<file path="config.mk">
export PLATFORM = sky130hd
export DESIGN_NAME = vbd_fifo
export DESIGN_NICKNAME = d
export VERILOG_FILES = /design/src/sv/voxel_box_downsample_macros.svh /design/src/sv/vbd_pkg.sv /design/src/sv/vbd_fifo.sv
export SDC_FILE = /design/constraint.sdc
export NUM_CORES = 1
export LEC_CHECK = 0
export ABC_AREA = 1
export BUFFER_PORTS_ARGS = -buffer_cell sky130_fd_sc_hd__buf_2
export CORE_ASPECT_RATIO = 2
export CORE_MARGIN = 2
export CORE_UTILIZATION = 45
export CTS_CLUSTER_SIZE = 28
export DETAILED_ROUTE_END_ITERATION = 12
export PLACE_DENSITY = 0.67
export SLEW_MARGIN = 20
export SYNTH_ARGS = -nofsm -noshare
export SYNTH_HDL_FRONTEND = slang
export SYNTH_SLANG_ARGS = --single-unit
</file>
<file path="constraint.sdc">
create_clock -name clk -period 2 [get_ports clk]
set_clock_uncertainty 0.15 [all_clocks]
set_input_delay 0.1 -clock clk [delete_from_list [all_inputs] [get_ports clk]]
set_output_delay 0.1 -clock clk [all_outputs]
set_load 0.03 [all_outputs]
</file>
<file path="src/sv/voxel_box_downsample_macros.svh">
// Assertion helpers for the voxel box downsampler.
// Each macro expands to one labeled concurrent assertion on clk, muted in reset.
`ifndef VOXEL_BOX_DOWNSAMPLE_MACROS_SVH
`define VOXEL_BOX_DOWNSAMPLE_MACROS_SVH

// Same-cycle implication.
`define VBD_ASSERT_NOW(label, cond, expr, msg) \
  label: assert property (@(posedge clk) disable iff (rst) (cond) |-> (expr)) \
    else $error(msg);

// Next-cycle implication.
`define VBD_ASSERT_NEXT(label, cond, expr, msg) \
  label: assert property (@(posedge clk) disable iff (rst) (cond) |=> (expr)) \
    else $error(msg);

`endif

</file>
<file path="src/sv/vbd_pkg.sv">
`timescale 1ns / 1ps
// ---------------------------------------------------------------------------
// vbd_pkg
// Shared types and constants of the voxel box downsampler.
// ---------------------------------------------------------------------------
package vbd_pkg;

  localparam int CHUNK_BITS = 5;   // chunk edge of 32 voxels
  localparam int LEVEL_W    = 3;
  localparam int LEVEL_MAX  = 5;   // level of the largest cube that fits the chunk
  localparam int CELL_W     = 4;
  localparam int SLOT_W     = 8;
  localparam int SUM_W      = 23;
  localparam int SHIFT_W    = 4;   // holds 3 * LEVEL_MAX
  localparam int FIFO_DEPTH = 4;
  localparam int FIFO_PTR_W = 2;
  localparam int FIFO_CNT_W = 3;

  localparam logic [SUM_W-1:0] SUM_MAX = {SUM_W{1'b1}};
  localparam logic [LEVEL_W-1:0] LEVEL_RESET = 3'd1;

  typedef struct packed {
    logic [4:0] pos_x;
    logic [4:0] pos_y;
    logic [4:0] pos_z;
    logic [7:0] occupancy;
    logic [7:0] material_id;
  } vox_t;

  typedef struct packed {
    logic [CELL_W-1:0] cell_x;
    logic [CELL_W-1:0] cell_y;
    logic [CELL_W-1:0] cell_z;
    logic [7:0]        mean_occupancy;
    logic [7:0]        dominant_material;
  } res_t;

  // Classified voxel handed from the front to the accumulator side.
  typedef struct packed {
    logic [SLOT_W-1:0]  slot;
    logic               is_first;
    logic               is_last;
    logic [LEVEL_W-1:0] level;
    logic [CELL_W-1:0]  cx;
    logic [CELL_W-1:0]  cy;
    logic [CELL_W-1:0]  cz;
    logic [7:0]         occupancy;
    logic [7:0]         material_id;
  } job_t;

  typedef struct packed {
    logic push;
    job_t job;
  } push_t;

  typedef struct packed {
    logic [SUM_W-1:0] sum;
    logic [7:0]       best;
    logic [7:0]       material;
  } acc_t;

  // Status of the accumulator stage, seen by the top level.
  typedef struct packed {
    logic busy;       // a voxel sits in the read-modify-write stage
    logic fire;       // that voxel retires this cycle
    logic fire_last;  // and it closes its cell
  } back_stat_t;

endpackage

</file>
<file path="src/sv/vbd_fifo.sv">
`timescale 1ns / 1ps
// ---------------------------------------------------------------------------
// vbd_fifo
// Short queue of classified voxels between the front and the accumulator.
// ---------------------------------------------------------------------------
module vbd_fifo (
  input  logic           clk,
  input  logic           rst,
  input  vbd_pkg::push_t q_in,
  input  logic           pop,
  output vbd_pkg::job_t  head,
  output logic           empty,
  output logic           full
);

  vbd_pkg::job_t                  slots [vbd_pkg::FIFO_DEPTH];
  logic [vbd_pkg::FIFO_PTR_W-1:0] wr_ptr;
  logic [vbd_pkg::FIFO_PTR_W-1:0] rd_ptr;
  logic [vbd_pkg::FIFO_CNT_W-1:0] count;
  logic                           do_pop;

  assign empty  = count == '0;
  assign full   = count == vbd_pkg::FIFO_CNT_W'(vbd_pkg::FIFO_DEPTH);
  assign do_pop = pop && !empty;
  assign head   = slots[rd_ptr];

  always_ff @(posedge clk) begin
    if (q_in.push) begin
      slots[wr_ptr] <= q_in.job;
    end
  end

  always_ff @(posedge clk) begin
    if (rst) begin
      wr_ptr <= '0;
      rd_ptr <= '0;
      count  <= '0;
    end else begin
      if (q_in.push) begin
        wr_ptr <= wr_ptr + 1'b1;
      end
      if (do_pop) begin
        rd_ptr <= rd_ptr + 1'b1;
      end
      if (q_in.push && !do_pop) begin
        count <= count + 1'b1;
      end else if (do_pop && !q_in.push) begin
        count <= count - 1'b1;
      end
    end
  end

endmodule

</file>
* After elaboration in Yosys (flattened, before gate mapping)
Memory sizes are Yosys's and may differ from the RTL's. A register that Yosys moved wholly into a read port is not among the register bits.
Index checks and enable logic that the tools add are counted.
Widths: inputs -> output; s select.
** Word-level totals
- ROM bits :: 0
- Logic and storage cells :: 23
- Register bits after elaboration :: 7
- Bits of input ports :: 45
- Bits in latches :: 0
- Memories :: 1
- Output and inout port bits :: 43
- Memory bits (writable) :: 164
** Memories
- slots :: depth 4, bits a word 41, rd ports 1, clocked after Yosys merged registers in 1, write ports 1, line vbd_fifo.sv:16 : vbd_pkg::job_t slots [vbd_pkg::FIFO_DEPTH];
** Operators by class
- Div/mod/pow operators :: 0
- Order comparisons :: 0
- Equality and inequality tests :: 1
- Multiplexer cells :: 6
- Shift-type cells :: 0
- Multiply operators :: 0
- Bitwise operators :: 0
- Reductions and logical operators :: 8
- Add/subtract/negate cells :: 4
** Operators by type and width (number)
- $mux 3 :: 2
- $add 2x1->2 const B :: 2
- $mux 2 :: 2
- $add 3x1->3 const B :: 1
- $eq 3x3->1 const B :: 1
- $logic_and 1x1->1 :: 3
- $logic_not 1->1 :: 3
- $logic_not 3->1 :: 1
- $sub 3x1->3 const B :: 1
- $mux 1 :: 2
- $reduce_bool 2->1 :: 1

* Longest topological paths before layout
- Depth in word-level cells :: 6
- Depth in mapped cells :: 12
- Depth with buffers taken out :: 12

* Least setup slack after synthesis
OpenSTA, ideal clock, no wires.
- Kind :: reg2reg
- From :: reg wr_ptr[0] (netlist name)
- To :: mem slots[2][0] (netlist name), enable pin
- Setup time :: 395 ps
- Path slack :: 61 ps
- Data required time :: 1455 ps
- Clock period less this slack :: 1939 ps
- Buffers on the path :: 0
- Arrival time :: 1394 ps
- Cell stages (with the launch flop) :: 5
- Cell sequence :: dfxtp_1 > inv_1 > ha_1 > nand2_1 > inv_1
** RTL lines
- start: declaration :: line vbd_fifo.sv:17 : logic [vbd_pkg::FIFO_PTR_W-1:0] wr_ptr;
- start signal: assignment :: line vbd_fifo.sv:40 : wr_ptr <= wr_ptr + 1'b1;
- end: declaration :: line vbd_fifo.sv:16
No word-level cell before the write port.

==> impl_metrics.toml <==
[pwr]
p_sw_w = 0.00353
power_w = 0.0104
p_leak_nw = 3.05
p_int_w = 0.00688
combPwrFrac_pct = 28.4
power_density_mw_per_mm2 = 1240
seq_power_share_pct = 41.1
clock_power_share_pct = 30.5
peakVddDrop_v = 0.000872
p_sw_share_pct = 33.9

[route]
routed_wl_mm = 14.4
remaining_drc_errors = 0
via_per_inst = 5.22
vias = 4235
firstDrtPassIters = 5
drt_iter0_markers = 346
wl_per_cell_um = 17.7
final_antenna_net_count = 0

[clock_network]
clk_pin_slew_ns = 0.07
h-tree-depth = 4
numCtsBuffers = 17
post_cts_buffers = 0
cts_root_buf = "clkbuf_16"
clk_latency_ns = 0.43
cts_buffer_depth = 2
cts_sinks = 173
cts_tree = "yes"

[yosys]
synth_cells = 460
yosys_register_bits = 173
yosysSeqAreaShare_pct = 78.1
syn-num-nets = 511
synth_cell_type_count = 18
syn_area_mm2 = 0.00654
ys_warn_count = 0
avgSynthCellArea_um2 = 14.2

[setup_path]
required_ns = 1.75
r2r_end = "count[2]"
r2r.worst_path.cells = 12
ff2ff_setup_slack_ns = 0.14
crit_type = "reg -> out"
start_kind = "flip-flop"
worstPathMaxFanout = 18
r2r-start = "count[1]"
end_kind = "primary output"
crit_arrival_ns = 1.68

[run_status]
status = "completed"

[global_routing]
grt_max_degree = 59
antenna_found_initial = 2
grt_pass1_vias = 4158
grt_util_all_layers_pct = 18.4
grt_pass1_wl_mm = 21.1
grt_overflow_total = 0

[sta]
fin_crit_ns = 1.93
relSlewSlack_pct = 73.2
whs_ns = 0.266
worstMarginPinSlew_ns = 0.403
fin_setup_tns_ns = 0
slew_violations = 0
rsz0062_at_grt = "no"
finalSetupViolations = 0
finalCritPeriodShare_pct = 96.6
layout_setup_ws_ns = 0.0684
hold_viol_final = 0
fmax_mhz = 518

[place]
dp.final_hpwl_mm = 8.22
place_congestion = 0.773
io_buffers = 87
place_ws_ns = 0.0536

[worst_hold_path]
min-delay-path-class = "in -> reg"
holdPathStages = 2
min_from = "q_in[27]"
min_to = "slots[1][27]"

[cells_and_area]
area_growth_pct = 28.1
layout_common_cells = "edfxtp_1, nor2_1, buf_2"
multi_input_area_mm2 = 0.00122
fillers = 1161
seq_area_mm2 = 0.00511
nets = 656
final_common_cell = "edfxtp_1"
drive_gt1_share_pct = 24.6

[run]
maxCapViolCount = 0

[die]
initial_core_util_pct = 45.8
dieArea_mm2 = 0.0156
ios = 88
die_y_um = 174
rows = 62
die_w_um = 89.2
core_area_mm2 = 0.0143
## synthesized netlist by cell type
cell	instances	area [um2]
o21ai_1	47	235
inv_1	15	56.3
inv_2	2	7.51
ha_1	5	62.6
nand3_1	3	15.0
buf_4	4	30.0
fa_1	1	20.0
nor2_1	88	330
xor2_1	1	8.76
dfxtp_1	9	180
o22ai_1	41	257
nand2_1	15	56.3
edfxtp_1	164	4920
buf_2	16	80.1
buf_6	5	56.3
nor3_1	1	5.00
a21oi_1	5	25.0
o21ai_0	38	190
## power by group through the flow
stage / clock [W] / sequential [W] / combinational (W)
detailed placement: 0 / 0.00433 / 0.00268
global placement: 0 / 0.00431 / 0.00261
global route: 0.00340 / 0.00429 / 0.00317
floorplan: 0 / 0.00431 / 0.00190
CTS: 0.00323 / 0.00425 / 0.00282
finish: 0.00318 / 0.00428 / 0.00296
## registers in the layout, indices dropped and copies added (netlist names), named ones only
name    cells
rd_ptr      2
slots     164
count       3
wr_ptr      2
## what timing repair did
action,CTS,global route
hold buffers,45,0
gates resized for setup,10,13
pin swaps,0,1
endpoints found under the hold margin,173,0
endpoints found under the setup margin,10,14
cloned,0,3
## through the flow
stage                     cell area (um2)  cells  util (%)
after floorplan                      6540    460         -
after global placement               7210    730      50.5
after detailed placement             7210    730      50.5
after CTS                            8270    807      57.9
after global routing                 8380    812      58.7
final                                8380    812      58.7
## layout make-up
type	count	area share, %
Sequential cell	173	61.0
Multi-Input combinational cell	245	14.6
Timing Repair Buffer	151	13.8
Clock buffer	18	5.12
Tap cell	192	2.87
Clock inverter	14	1.73
Inverter	17	0.851
Antenna cell	2	0.0597
## cell families after synthesis
| group | after synthesis | synth area share [%] |
|---|---|---|
| fa+ha+maj | 6 | 1.26 |
| compound gates | 131 | 10.8 |
| buf+inv | 42 | 3.52 |
| xor+xnor | 1 | 0.134 |
| simple gates | 107 | 6.22 |
| flops | 173 | 78.1 |
## how the worst max path moves through the flow
stage	start	endpoint	slack, ns	cells after the start
after floorplan	wr_ptr[0]	slots[2][0]	0.06	4
after global placement	count[1]	count[2]	0.17	12
after detailed placement	count[0]	count[2]	0.05	12
after CTS	flip-flop	head[14]	0.008	5
after global routing	count[1]	count[2]	0.003	12
final	flip-flop	head[37]	0.07	4
## worst max-delay path, stage by stage, from the launching register on
cell	delay, ns
dfxtp_2	0.38
buf_4	0.26
o21ai_1	0.10
o22ai_1	0.29
buf_4	0.23
## metal layers
metal	wire length [um]	GRT usage, %	up-vias
met5	0	0	-
met4	298	7.52	0
met3	535	3.94	22
met2	8170	33.4	109
met1	5400	20.0	2105
li1	-	-	1999
Power figures use the tool's default switching activity.
