`config.mk`:
```
export PLATFORM = sky130hd
export DESIGN_NAME = vbd_front
export DESIGN_NICKNAME = d
export VERILOG_FILES = /design/src/sv/voxel_box_downsample_macros.svh /design/src/sv/vbd_pkg.sv /design/src/sv/vbd_front.sv
export SDC_FILE = /design/constraint.sdc
export NUM_CORES = 1
export LEC_CHECK = 0
export BUFFER_PORTS_ARGS = -buffer_cell sky130_fd_sc_hd__clkbuf_2
export CAP_MARGIN = 20
export CORE_UTILIZATION = 23
export CTS_BUF_LIST = sky130_fd_sc_hd__clkbuf_4 sky130_fd_sc_hd__clkbuf_8
export DETAILED_ROUTE_END_ITERATION = 6
export GPL_TIMING_DRIVEN = 0
export SLEW_MARGIN = 0
export SYNTH_ARGS = -nofsm -noshare
export SYNTH_HDL_FRONTEND = slang
export SYNTH_SLANG_ARGS = --single-unit
```
`constraint.sdc`:
```
create_clock -name clk -period 2 [get_ports clk]
set_input_delay 0.1 -clock clk [delete_from_list [all_inputs] [get_ports clk]]
set_output_delay 0.1 -clock clk [all_outputs]
set_load 0.005 [all_outputs]
```
`src/sv/voxel_box_downsample_macros.svh`:
```
// Assertion helpers for the voxel box downsampler.
// Each macro expands to one labeled concurrent assertion on clk, muted in reset.
`ifndef VOXEL_BOX_DOWNSAMPLE_MACROS_SVH
`define VOXEL_BOX_DOWNSAMPLE_MACROS_SVH

// Same-cycle implication.
`define VBD_ASSERT_NOW(label, cond, expr, msg) \
  label: assert property (@(posedge clk) disable iff (rst) (cond) |-> (expr)) \
    else $error(msg);

// Next-cycle implication.
`define VBD_ASSERT_NEXT(label, cond, expr, msg) \
  label: assert property (@(posedge clk) disable iff (rst) (cond) |=> (expr)) \
    else $error(msg);

`endif

```
`src/sv/vbd_pkg.sv`:
```
`timescale 1ns / 1ps
// ---------------------------------------------------------------------------
// vbd_pkg
// Shared types and constants of the voxel box downsampler.
// ---------------------------------------------------------------------------
package vbd_pkg;

  localparam int CHUNK_BITS = 5;   // chunk edge of 32 voxels
  localparam int LEVEL_W    = 3;
  localparam int LEVEL_MAX  = 5;   // level of the largest cube that fits the chunk
  localparam int CELL_W     = 4;
  localparam int SLOT_W     = 8;
  localparam int SUM_W      = 23;
  localparam int SHIFT_W    = 4;   // holds 3 * LEVEL_MAX
  localparam int FIFO_DEPTH = 4;
  localparam int FIFO_PTR_W = 2;
  localparam int FIFO_CNT_W = 3;

  localparam logic [SUM_W-1:0] SUM_MAX = {SUM_W{1'b1}};
  localparam logic [LEVEL_W-1:0] LEVEL_RESET = 3'd1;

  typedef struct packed {
    logic [4:0] pos_x;
    logic [4:0] pos_y;
    logic [4:0] pos_z;
    logic [7:0] occupancy;
    logic [7:0] material_id;
  } vox_t;

  typedef struct packed {
    logic [CELL_W-1:0] cell_x;
    logic [CELL_W-1:0] cell_y;
    logic [CELL_W-1:0] cell_z;
    logic [7:0]        mean_occupancy;
    logic [7:0]        dominant_material;
  } res_t;

  // Classified voxel handed from the front to the accumulator side.
  typedef struct packed {
    logic [SLOT_W-1:0]  slot;
    logic               is_first;
    logic               is_last;
    logic [LEVEL_W-1:0] level;
    logic [CELL_W-1:0]  cx;
    logic [CELL_W-1:0]  cy;
    logic [CELL_W-1:0]  cz;
    logic [7:0]         occupancy;
    logic [7:0]         material_id;
  } job_t;

  typedef struct packed {
    logic push;
    job_t job;
  } push_t;

  typedef struct packed {
    logic [SUM_W-1:0] sum;
    logic [7:0]       best;
    logic [7:0]       material;
  } acc_t;

  // Status of the accumulator stage, seen by the top level.
  typedef struct packed {
    logic busy;       // a voxel sits in the read-modify-write stage
    logic fire;       // that voxel retires this cycle
    logic fire_last;  // and it closes its cell
  } back_stat_t;

endpackage

```
`src/sv/vbd_front.sv`:
```
`timescale 1ns / 1ps
// ---------------------------------------------------------------------------
// vbd_front
// Holds the level register and classifies each accepted voxel.
// ---------------------------------------------------------------------------
module vbd_front (
  input  logic                       clk,
  input  logic                       rst,
  input  logic                       cfg_we,
  input  logic [vbd_pkg::LEVEL_W-1:0] cfg_data,
  input  logic                       vox_valid,
  input  logic                       space,
  output logic                       vox_ready,
  input  vbd_pkg::vox_t              vox,
  output vbd_pkg::push_t             q_in
);

  logic [vbd_pkg::LEVEL_W-1:0] mip_level;
  logic                        level_ok;
  logic [4:0]                  mask;
  logic [4:0]                  sx;
  logic [4:0]                  sz;
  logic [9:0]                  slot_wide;
  logic [2:0]                  zshift;

  always_ff @(posedge clk) begin
    if (rst) begin
      mip_level <= vbd_pkg::LEVEL_RESET;
    end else if (cfg_we) begin
      mip_level <= cfg_data;
    end
  end

  assign level_ok = (mip_level != '0) && (mip_level <= 3'(vbd_pkg::LEVEL_MAX));
  assign mask     = 5'((6'd1 << mip_level) - 6'd1);
  assign sx       = vox.pos_x >> mip_level;
  assign sz       = vox.pos_z >> mip_level;
  // Row length of the slab is 32 >> level, so the z index moves up by 5 - level bits.
  assign zshift    = 3'(3'(vbd_pkg::CHUNK_BITS) - mip_level);
  assign slot_wide = ({5'd0, sz} << zshift) | {5'd0, sx};

  assign vox_ready = space;

  always_comb begin
    q_in.push            = vox_valid && space && level_ok;
    q_in.job.slot        = slot_wide[vbd_pkg::SLOT_W-1:0];
    q_in.job.is_first    = ((vox.pos_x | vox.pos_y | vox.pos_z) & mask) == 5'd0;
    q_in.job.is_last     = ((vox.pos_x & vox.pos_y & vox.pos_z) & mask) == mask;
    q_in.job.level       = mip_level;
    q_in.job.cx          = sx[vbd_pkg::CELL_W-1:0];
    q_in.job.cy          = 4'(vox.pos_y >> mip_level);
    q_in.job.cz          = sz[vbd_pkg::CELL_W-1:0];
    q_in.job.occupancy   = vox.occupancy;
    q_in.job.material_id = vox.material_id;
  end

endmodule

```
# After elaboration in Yosys (flattened, before gate mapping)
# Cells that the tools add are included.
# totals
reg_bits	3
input_bits	39
# op_classes
reduce_logical	5
order_cmp	1
shift	5
n_bitwise	7
eq_ne	1
n_addsub	2
# op_table
cell	n
bitwise AND 5 bit	4
OR 5 bit	2
>> shifter 5 x 3 -> 5 bit	2
OR 8 x 5 -> 8 bit	1
left shift 5 x 3 -> 8 bit	1
== test 5 bit	1
logical NOT 5 bit	1
left shift 1 x 3 -> 5 bit (first input constant)	1
>> shifter 5 x 3 -> 4 bit	1
subtractor 5 x 1 -> 5 bit (second input constant)	1
<= comparator 3 bit (second input constant)	1
logical AND 1 bit	3
nonzero test 3 bit	1
subtractor 3 bit (first input constant)	1

# Logic depth before layout (Yosys ltp)
# logic_depth
ltp_word	4
ltp_mapped	7
mapped_depth_nobuf	5

# Least setup slack after synthesis
# OpenSTA, ideal clock, no wires.
# synth_timing
path_type	flip-flop to output port
from	register mip_level[1] (netlist name)
to	output q_in[37] (netlist name)
stages_incl_launch_ff	8
t_arrival_ps	1586
path_slack_ps	314
t_required_ps	1900
cell_sequence	dfxtp_1 > buf_6 > inv_1 > ha_1 > clkbuf_1 > a22oi_1 > o22a_1 > nor2_1
# synth_rtl
element	line	rtl
start: declaration	vbd_front.sv:18	logic [vbd_pkg::LEVEL_W-1:0] mip_level;
start signal: assignment	vbd_front.sv:28	mip_level <= vbd_pkg::LEVEL_RESET;
start signal: assignment	vbd_front.sv:30	mip_level <= cfg_data;
end: declaration	vbd_front.sv:15	output vbd_pkg::push_t q_in

==> qor.csv <==
metric,value,unit
regMostFlops,mip_level,
grt_pass1_vias,1039,
synth_seq_cells,3,
synth_compound_gate_area_share,0.246,
largest_reg_flops,3,
cts_buffer_depth,2,
cp_cell_sequence,buf_6 > inv_1 > ha_1 > o21ai_1 > o221a_1 > o211a_1 > clkbuf_2,
initial_core_util,0.243,
cp_num_cells,7,
place_congestion,0.832,
grt_max_degree,11,
drv_slew,0,
post-route-drc-count,0,
vias,1197,
post_cts_resized,2,
drtIter0Drc,55,
top_regs,mip_level: 3 flops,
cp.required,1.90,ns
ys_types,39,
root_buffer,clkbuf_8,
critPathMaxFanout,10,
clk_pin_slew,0.03,ns
drive_gt1_frac,0.498,
setup_violations,0,
reg2regPathDepth,4,
ios,82,
diodes,0,
ys_warn_count,0,
grt_pass1_wl,4770,um
clkLatencyLatePin,0.22,ns
syn-num-nets,177,
synth_area_leader_cell,mux2i_1,
outcome,finished clean,
grt-ovfl-total,0,
die_x,67.2,um
avgRoutedWirePerCell,12.4,um
cts_buffers,3,
synth_top_area_share,0.164,
crit_type,flop to output port,
hold_slack,0.0642,ns
fin_crit_sh,0.954,
syn_inst,134,
clock_skew,0,ns
synth_edf_count,0,
drt_first_pass_iters,4,
yosysMostFrequentCell,buf_4,
crit_arrival,1.81,ns
layout.nets,245,
ant_nets,0,
p_leak,0.000749,uW
path_delay_family,compound AO/OA/AOI/OAI gates,
placedCellCount,248,
synth_mux_area_frac,0.175,
worst-path-buf-inv,3,
die_h,67.2,um
end_kind,output port,
cap_violations,0,
antenna_found_initial,0,
yosys.area_share.simple,0.238,
tightest_slew,0.352,ns
rsz0062_at_grt,yes,
cts_setup_buffers,0,
power_density,428,mW/mm2
rows,23,
worst_hold_path.num_cells,2,
synthTopCellsByArea,"mux2i_1 (16%), buf_4 (14%), dfxtp_1 (6.1%)",
io_buffer_count,64,
drt_wl_total,3110,um
dp_hpwl,2540,um
synth.avg_cell_area,7.30,um2
fin_crit,1.91,ns
vias_per_cell,4.77,
synthArstFlopShare,0,
cts_hold_buf,0,
synth_top_family_by_area,compound AO/OA/AOI/OAI gates,
max_clock_freq,0.524,GHz
die-area,0.00452,mm2
clock_sinks,3,
yosysSeqAreaShare,0.0614,
netlist_area,978,um2
min_path_type,input pin to flop,
cts_tree,built,
final_cells,251,
startpoint_type,flop,
synthXorXnorAreaFrac,0.00895,
finalHoldViolCount,0,
synth-main-ff-cell,dfxtp_1,
ir_drop,0.351,mV
grt_usage,0.136,
relSlewSlack,0.766,
synthToLayoutAreaGrowth,45.1,%
slowest_stage,dfxtp_2,
coreArea,0.00403,mm2
critPathMaxStageDelay,0.38,ns
h-tree-depth,1,
synth_fa_ha_area_frac,0.0512,
netlist_top_cells_count,"buf_4 (18), mux2i_1 (16), nor2_1 (14)",
==> logic make-up (layout without fill, tap and decap cells) <==
family,Yosys count,count (layout)
compound gates,33,33
xor+xnor,1,1
fa+ha+maj,4,4
buf+inv,30,97
flops,3,3
mux,17,17
simple gates,46,46
==> per-stage QoR <==
stage / setup TNS [ns] / utilization / cell area, um2 / setup WS (ns) / power, uW
after global placement: 0 / 0.338 / 1360 / 0.00446 / 411
after global routing: -0.0418 / 0.352 / 1420 / -0.0418 / 659
final: 0 / 0.352 / 1420 / 0.0916 / 607
after detailed placement: -0.00922 / 0.338 / 1360 / -0.00922 / 413
after floorplan: 0 / - / 978 / 0.314 / 271
after CTS: 0 / 0.350 / 1410 / 0.0313 / 615
==> worst paths after layout <==
kind                          endpoint                 startpoint  slack (ns)
min reg2reg  mip_level[1]$_SDFFE_PP0P_  mip_level[1]$_SDFFE_PP0P_        0.86
max reg2reg  mip_level[0]$_SDFFE_PP1P_  mip_level[0]$_SDFFE_PP1P_        0.87
max                           q_in[32]  mip_level[1]$_SDFFE_PP0P_        0.09
min          mip_level[1]$_SDFFE_PP0P_                        rst        0.06
==> cells in the final DEF (no fill, tap or decap), drive strengths merged <==
cell type and count:
a31o 1, nand3b 2, a21oi 6, nand2b 1, nor2 14, o22ai 1
o21ai 5, dfxtp 3, xnor2 1, o22a 1, o211a 1, o31ai 2
nor3 9, nor3b 2, ha 4, nand2 8, a22oi 1, o221a 1
mux2 1, a211o 1, inv 2, mux2i 16, a211oi 6, nand3 3
o21bai 2, and3 1, nand4 1, buf 26, clkbuf 69, nor2b 4
o2111a 1, o32ai 2, a21o 1, nor4 1, o21a 1
==> area by class of cell <==
| class | count | area [um2] |
|---|---|---|
| tap | 50 | 62.6 |
| timing repair buffer | 64 | 320 |
| clock buffer | 4 | 48.8 |
| sequential | 3 | 61.3 |
| fill | 464 | 2610 |
| multi-input combinational | 101 | 716 |
| inverter | 2 | 7.51 |
| buffer | 27 | 204 |
==> worst register-to-register path, stage by stage, from the launching register on <==
cell,delay (ns)
dfxtp_1,0.31
buf_6,0.13
buf_2,0.20
nor2b_1,0.16
a211o_1,0.22
==> report_power, final <==
part | internal [uW] | switching (uW) | total (uW)
Sequential | 64.4 | 4.25 | 68.7
Combinational | 176 | 170 | 346
Clock | 150 | 42.5 | 192
==> routing by layer <==
metal,vias up,wire length [um],GRT usage
li1,604,-,-
met1,531,1410,0.183
met2,58,1450,0.223
met3,4,206,0.0118
met4,0,37,0.0479
met5,-,0,0
Note: power is estimated with default switching activity, not from simulation.
